### config.mk
export PLATFORM = sky130hd
export DESIGN_NAME = ffba_ctrl
export DESIGN_NICKNAME = d
export VERILOG_FILES = /design/src/ffba_pkg.sv /design/src/ffba_ctrl.sv
export SDC_FILE = /design/constraint.sdc
export NUM_CORES = 1
export LEC_CHECK = 0
export BUFFER_PORTS_ARGS = -buffer_cell sky130_fd_sc_hd__buf_2
export CAP_MARGIN = 20
export CELL_PAD_IN_SITES_DETAIL_PLACEMENT = 1
export CELL_PAD_IN_SITES_GLOBAL_PLACEMENT = 1
export CORE_AREA = 2 2 39 41
export CTS_CLUSTER_SIZE = 14
export DETAILED_ROUTE_END_ITERATION = 16
export DIE_AREA = 0 0 41 43
export PLACE_DENSITY_LB_ADDON = 0.1
export SLEW_MARGIN = 5
export SYNTH_ARGS = -nofsm -noshare
export SYNTH_HDL_FRONTEND = slang
export SYNTH_SLANG_ARGS = --single-unit
### constraint.sdc
create_clock -name clk -period 2.1 [get_ports clk]
set_input_delay 0.105 -clock clk [delete_from_list [all_inputs] [get_ports clk]]
set_output_delay 0.105 -clock clk [all_outputs]
set_load 0.05 [all_outputs]
### src/ffba_pkg.sv
// ----------------------------------------------------------------------------
// ffba_pkg
// Types and constants shared by the first-fit bitmap allocator files.
// ----------------------------------------------------------------------------
package ffba_pkg;

    localparam int OP_W    = 1;
    localparam int SIZE_W  = 15;
    localparam int ADDR_W  = 32;
    localparam int STAT_W  = 2;

    localparam logic OP_ALLOC = 1'b0;
    localparam logic OP_FREE  = 1'b1;

    typedef enum logic [STAT_W-1:0] {
        STAT_OK      = 2'd0,
        STAT_NOSPACE = 2'd1,
        STAT_BAD     = 2'd2
    } ffba_status_t;

    typedef enum logic [3:0] {
        S_CLEAR,
        S_IDLE,
        S_CHECK,
        S_SCAN,
        S_RANGE,
        S_MARK0,
        S_MARK,
        S_RESP
    } ffba_state_t;

    typedef struct packed {
        logic         clear_step;
        logic         load;
        logic         scan_start;
        logic         scan_step;
        logic         range_alloc;
        logic         range_free;
        logic         mark_start;
        logic         mark_step;
        logic         code_we;
        ffba_status_t code;
        logic         push;
    } ffba_cmd_t;

    typedef struct packed {
        logic clear_last;
        logic req_bad;
        logic req_free;
        logic free_oob;
        logic scan_hit;
        logic scan_last;
        logic mark_last;
        logic out_busy;
    } ffba_stat_t;

endpackage

### src/ffba_ctrl.sv
// ----------------------------------------------------------------------------
// ffba_ctrl
// Sequencer: clearing pass, request check, map scan, run marking, response.
// ----------------------------------------------------------------------------
module ffba_ctrl
    import ffba_pkg::*;
(
    input  logic       clk,
    input  logic       rst_n,
    input  logic       in_valid,
    output logic       in_ready,
    input  ffba_stat_t stat,
    output ffba_cmd_t  cmd
);

    ffba_state_t state_reg;
    ffba_state_t state_next;

    always_ff @(posedge clk or negedge rst_n)
    begin
        if (!rst_n)
        begin
            state_reg <= S_CLEAR;
        end
        else
        begin
            state_reg <= state_next;
        end
    end

    always_comb
    begin
        state_next = state_reg;
        cmd        = '0;
        in_ready   = 1'b0;
        unique case (state_reg)
            S_CLEAR:
            begin
                cmd.clear_step = 1'b1;
                if (stat.clear_last)
                begin
                    state_next = S_IDLE;
                end
            end
            S_IDLE:
            begin
                in_ready = 1'b1;
                if (in_valid)
                begin
                    cmd.load   = 1'b1;
                    state_next = S_CHECK;
                end
            end
            S_CHECK:
            begin
                if (stat.req_bad || (stat.req_free && stat.free_oob))
                begin
                    cmd.code_we = 1'b1;
                    cmd.code    = STAT_BAD;
                    state_next  = S_RESP;
                end
                else if (stat.req_free)
                begin
                    cmd.range_free = 1'b1;
                    state_next     = S_MARK0;
                end
                else
                begin
                    cmd.scan_start = 1'b1;
                    state_next     = S_SCAN;
                end
            end
            S_SCAN:
            begin
                cmd.scan_step = 1'b1;
                if (stat.scan_hit)
                begin
                    state_next = S_RANGE;
                end
                else if (stat.scan_last)
                begin
                    cmd.code_we = 1'b1;
                    cmd.code    = STAT_NOSPACE;
                    state_next  = S_RESP;
                end
            end
            S_RANGE:
            begin
                cmd.range_alloc = 1'b1;
                state_next      = S_MARK0;
            end
            S_MARK0:
            begin
                cmd.mark_start = 1'b1;
                state_next     = S_MARK;
            end
            S_MARK:
            begin
                cmd.mark_step = 1'b1;
                if (stat.mark_last)
                begin
                    cmd.code_we = 1'b1;
                    cmd.code    = STAT_OK;
                    state_next  = S_RESP;
                end
            end
            S_RESP:
            begin
                if (!stat.out_busy)
                begin
                    cmd.push   = 1'b1;
                    state_next = S_IDLE;
                end
            end
            default:
            begin
                state_next = S_CLEAR;
            end
        endcase
    end

endmodule

==> run_results.csv, run 1 <==
group,metric,value,unit
floorplanning,core-area,1380,sq um
clocking,cts-buffers-inserted,3,
floorplanning,rows,14,
detailed_routing,detail_route.vias_per_cell,4.85,
setup_path,cp_max_fo,14,
clocking,insertion_delay,0.23,ns
yosys,synth_cell_type_count,26,
global_route,grt_first_pass_wirelength,1550,um
timing,timing.fmax,533,MHz
floorplanning,fp.dieArea,1760,sq um
detailed_routing,drt_drc_violations_left,0,
clocking,cts_max_level,1,
setup_path,cp_num_buf_inv,1,
floorplanning,die-width,41,um
setup_path,worstPathCellList,"or3_4, nor4b_4, buf_2",
final_layout,final_layout_size_suffix_gt1_share,48.5,%
timing,final-max-slew-violation-count,0,
timing,setup_total_negative_slack,0,ns
final_layout,antenna-diode-count,0,
global_route,number_of_global_route_vias_before_repair,351,
timing,final.setup_skew,0.00148,ns
timing,final.min_clock_period,1.87,ns
setup_path,worstSetupStartpointType,"flip-flop",
global_route,grt_usage,13.3,%
power,pwr_density_cell,1670,nW/um^2
detailed_routing,detailedRoute.firstPassIterationCount,2,
placement,port_buffers,23,
detailed_routing,ant_nets,0,
clocking,postCtsResizedCells,0,
clocking,ctsLongestPathBuffers,2,
yosys,synth_top_cell_by_area,"sky130_fd_sc_hd__dfrtp_1",
placement,finalWeightedCongestion,0.632,
setup_path,largest_stage_delay_on_the_critical_path,0.53,ns
yosys,synth-warning-count,0,
clocking,path_clk_slew,0.04,ns
final_layout,fin_nets,78,
global_route,antenna_found_initial,0,
floorplanning,initial_utilization,25.0,%
detailed_routing,routed_wirelength,1040,um
setup_path,arrival,1.77,ns
yosys,synth_most_common_cell,"sky130_fd_sc_hd__nor3_1",
final_layout,multi_input_area,245,sq um
detailed_routing,detailed_route_iter0_violations,2,
setup_path,timing.critical_path.slowest_stage_cell,"sky130_fd_sc_hd__dfrtp_1",
yosys,synth_seq_area_share,21.7,%
yosys,async_reset_ff_share,100,%
setup_path,cp_top_family,"simple AND/OR/NAND/NOR gates",
setup_path,timing_worst_setup_path_type,"flip-flop to primary output",
timing,setup_violations,0,
setup_path,cp-end-kind,"primary output",
clocking,cts_hold_repair.buffers,1,
placement,hpwlAfterDp,791,um
final_layout,area.growth.synth_to_final,44.8,%
power,p_leak,0.000262,uW
yosys,netlist_instances,41,
floorplanning,top_level_ports,24,
yosys,synth_area_leaders,"sky130_fd_sc_hd__dfrtp_1, sky130_fd_sc_hd__nor3_1, sky130_fd_sc_hd__nor4b_4",
final_layout,flip_flop_count_of_the_largest_register_all_copies_and_words_added,3,
yosys,synthesis.area_per_instance,8.45,sq um
detailed_routing,via_count,398,
yosys,synth.top_cell.area_share,21.7,%
timing,maxSlewHeadroom,69.6,%
run_status,status,"finished clean",
setup_path,required_time_of_the_critical_path,2.00,ns
timing,final_hold_viol_count,0,
yosys,synthesis.nets,52,
timing,transition_at_the_pin_with_the_smallest_max_transition_slack,0.456,ns
yosys,synthesis.area,347,sq um
worst_hold_path,worst_hold_path_type,"input pin to flip-flop",
yosys,synth_enable_flop_cells,0,
yosys,synth.ff_latch_count,3,
detailed_routing,route.detailed.wl_per_inst,12.7,um
clocking,cts_tree,"yes",
yosys,synth_common_cells,"sky130_fd_sc_hd__nor3_1, sky130_fd_sc_hd__nand2_1, sky130_fd_sc_hd__nor2_1, sky130_fd_sc_hd__dfrtp_1",
clocking,clockRootBuffer,"sky130_fd_sc_hd__clkbuf_4",
final_layout,fin_util,36.3,%
global_route,grt_max_degree,15,
clocking,cts.repair_timing.setup_buffer_count,0,
clocking,cts_sinks,3,
yosys,ys.flop_type,"sky130_fd_sc_hd__dfrtp_1",
final_layout,register_area,75.1,sq um
flow_run,max_cap_violations,0,
global_route,grt.overflow.total,0,
timing,period_share,89.3,%
floorplanning,die_y,43,um
final_layout,nFillCells,182,
timing,grt_setup_unrepaired,"no",
power,worst_ir_drop_vdd,0.618,mV
==> area by class of cell <==
| class | count | area share (%) |
|---|---|---|
| clock buffer | 4 | 5.24 |
| inverter | 2 | 2.00 |
| multi-input combinational | 33 | 48.9 |
| sequential | 3 | 15.0 |
| tap | 16 | 3.99 |
| timing repair buffer | 24 | 24.9 |
==> worst min-delay path: stages <==
cell	delay, ns
sky130_fd_sc_hd__buf_2	0.08
sky130_fd_sc_hd__o21ai_0	0.10
sky130_fd_sc_hd__o41ai_2	0.06
==> path summary, 6_finish.rpt <==
check | startpoint | endpoint | slack (ns) | cells after the start
min in group asynchronous | rst_n | state_reg[1]$_DFFE_PN0P_ | 0.21 | 2
hold / removal | stat[0] | state_reg[2]$_DFFE_PN0P_ | 0.15 | 3
setup reg to reg | state_reg[1]$_DFFE_PN0P_ | state_reg[1]$_DFFE_PN0P_ | 0.67 | 3
setup / recovery | state_reg[2]$_DFFE_PN0P_ | cmd[6] | 0.23 | 3
hold reg to reg | state_reg[1]$_DFFE_PN0P_ | state_reg[2]$_DFFE_PN0P_ | 0.77 | 2
max in group asynchronous | rst_n | state_reg[0]$_DFFE_PN0P_ | 1.79 | 2
==> placed cells by master, fill, tap and decap left out, types with 2 or more instances in the layout <==
cell / instances
sky130_fd_sc_hd__nand2_1: 4
sky130_fd_sc_hd__clkbuf_4: 3
sky130_fd_sc_hd__nor3_1: 5
sky130_fd_sc_hd__buf_2: 23
sky130_fd_sc_hd__nor2_1: 4
sky130_fd_sc_hd__dfrtp_1: 3
sky130_fd_sc_hd__o211ai_1: 2
==> layer usage <==
metal	global-route usage, %	share of wire (%)	up-vias	wire, um
li1	-	-	203	-
met1	17.2	44	175	457
met2	18.8	46	18	482
met3	3.66	8.1	2	84
met4	8.00	1.3	0	14
met5	0	0	-	0
==> power by group <==
| part | internal [uW] | switching [uW] |
|---|---|---|
| logic | 177 | 366 |
| clock network | 71.3 | 30.6 |
| registers | 87.2 | 106 |
| total | 335 | 503 |
==> logic make-up (layout without fill, tap and decap cells) <==
group	Yosys count	after routing	synth area share, %
flip-flops	3	3	21.7
AND/OR/NAND/NOR	24	24	47.7
AO/OA/AOI/OAI	9	9	21.7
buffers and inverters	5	30	9.03
==> through the flow <==
step	hold slack, ns	setup WS [ns]	power [uW]	cell area, sq um	instances
finish	0.154	0.225	838	502	82
global route	0.177	0.149	897	502	82
CTS	0.161	0.202	850	502	82
detailed placement	-0.0983	0.458	739	465	77
global placement	-0.0992	0.503	739	465	77
floorplan	-0.191	0.0757	645	352	41
No activity file was read; power rests on OpenSTA's default activity.
==> inputs of run 2 (changes only) <==
REMOVE_ABC_BUFFERS = 1   (was unset)
==> run_results.csv, run 2 (synthesized netlist as in run 1, its figures left out) <==
group,metric,value,unit
final_layout,area.growth.synth_to_final,45.5,%
placement,placed_cell_area,468,sq um
timing,setup_violations,0,
timing,final_hold_viol_count,0,
clocking,insertion_delay,0.24,ns
setup_path,timing_worst_setup_path_type,"flip-flop to primary output",
timing,final_critical_path_setup_slack,0.251,ns
detailed_routing,via_count,386,
global_route,grt_usage,12.4,%
power,worst_ir_drop_vdd,0.698,mV
setup_path,critical_path.startpoint,"state_reg[1]$_DFFE_PN0P_",
clocking,ctsLongestPathBuffers,2,
final_layout,antenna-diode-count,0,
clocking,cts-buffers-inserted,3,
power,pwr_density_cell,1670,nW/um^2
final_layout,most_common_cell_after_layout_fill_and_taps_aside,"sky130_fd_sc_hd__buf_2",
floorplanning,initial_utilization,25.0,%
timing,final.setup_skew,0.00632,ns
global_route,antenna_found_initial,0,
clocking,path_clk_slew,0.04,ns
clocking,clockRootBuffer,"sky130_fd_sc_hd__clkbuf_4",
timing,maxSlewHeadroom,72.3,%
final_layout,mostFrequentLayoutCells,"sky130_fd_sc_hd__buf_2, sky130_fd_sc_hd__nor3_1, sky130_fd_sc_hd__nand2_1, sky130_fd_sc_hd__nor2_1",
floorplanning,top_level_ports,24,
detailed_routing,detail_route.vias_per_cell,4.65,
clocking,cts_max_level,1,
timing,timing.fmax,541,MHz
global_route,number_of_global_route_vias_before_repair,370,
setup_path,timing.critical_path.to,"cmd[6]",
setup_path,cp-end-kind,"primary output",
flow_run,max_cap_violations,0,
final_layout,flip_flop_count_of_the_largest_register_all_copies_and_words_added,3,
timing,final-max-slew-violation-count,0,
detailed_routing,routed_wirelength,962,um
detailed_routing,drt_drc_violations_left,0,
setup_path,worstSetupStartpointType,"flip-flop",
detailed_routing,ant_nets,0,
floorplanning,rows,14,
floorplanning,die-width,41,um
setup_path,r2r_cells,3,
placement,port_buffers,23,
worst_hold_path,worst_hold_path_type,"input pin to flip-flop",
clocking,cts_tree,"yes",
timing,transition_at_the_pin_with_the_smallest_max_transition_slack,0.416,ns
final_layout,layout.cell_area.non_filler,504,sq um
placement,finalWeightedCongestion,0.641,
power,power.total,843,uW
timing,period_share,88.0,%
timing,final.min_clock_period,1.85,ns
setup_path,worstReg2RegStart,"state_reg[1]$_DFFE_PN0P_",
setup_path,cp_max_fo,11,
setup_path,required_time_of_the_critical_path,2.00,ns
placement,pre_cts_slack,0.500,ns
detailed_routing,detailedRoute.firstPassIterationCount,3,
global_route,grt.overflow.total,0,
setup_path,timing.rr.end,"state_reg[1]$_DFFE_PN0P_",
final_layout,final_layout_size_suffix_gt1_share,47.8,%
timing,setup_total_negative_slack,0,ns
power,p_leak,0.000264,uW
detailed_routing,detailed_route_iter0_violations,3,
floorplanning,die_y,43,um
timing,grt_setup_unrepaired,"no",
detailed_routing,route.detailed.wl_per_inst,11.6,um
clocking,cts_sinks,3,
global_route,grt_first_pass_wirelength,1410,um
clocking,postCtsResizedCells,0,
run_status,status,"finished clean",
setup_path,ff2ff_setup_slack,0.67,ns
floorplanning,core-area,1380,sq um
final_layout,fin_nets,79,
global_route,grt_max_degree,15,
setup_path,arrival,1.74,ns
floorplanning,fp.dieArea,1760,sq um
-- run 2: critical path, cell delays in order, from the launching register on --
cell,delay [ns]
sky130_fd_sc_hd__dfrtp_1,0.56
sky130_fd_sc_hd__inv_4,0.08
sky130_fd_sc_hd__or3_4,0.37
sky130_fd_sc_hd__nor4b_4,0.20
sky130_fd_sc_hd__buf_2,0.30
-- run 2: how the worst min path moves through the flow --
stage / startpoint / to / cells after the start
finish: stat[0] / state_reg[2]$_DFFE_PN0P_ / 3
global route: stat[0] / state_reg[2]$_DFFE_PN0P_ / 3
CTS: stat[0] / state_reg[2]$_DFFE_PN0P_ / 3
detailed placement: rst_n / state_reg[0]$_DFFE_PN0P_ / 1
global placement: rst_n / state_reg[0]$_DFFE_PN0P_ / 1
floorplan: rst_n / state_reg[0]$_DFFE_PN0P_ / 0
-- run 2: where the power goes --
part / internal [uW] / switching [uW]
registers: 87.8 / 74.4
logic: 185 / 393
clock network: 71.3 / 31.7
total: 344 / 499
-- run 2: stage by stage --
stage                     hold WS (ns)  instances  util (%)
after CTS                        0.134         83      36.4
final                            0.148         83      36.4
after floorplan                 -0.191         38         -
after global placement         -0.0976         78      33.8
after detailed placement       -0.0992         78      33.8
after global routing             0.164         83      36.4
-- run 2: area by class of cell --
class	count	area [sq um]
clock buffers	4	26.3
multi-input cells	33	240
fillers	184	880
repair buffers	25	133
well taps	16	20.0
inverters	2	10.0
flip-flops and latches	3	75.1
-- run 2: timing repair --
action	in CTS	in global routing
hold endpoints to repair	3	0
hold buffers	1	0
setup buffers	0	0
setup endpoints to repair	0	0
-- run 2: routing by layer --
layer | part of all wire [%] | global-route usage [%]
met4 | 0 | 12.0
met5 | 0 | 0
met3 | 11 | 2.09
met1 | 44 | 14.9
met2 | 45 | 17.2
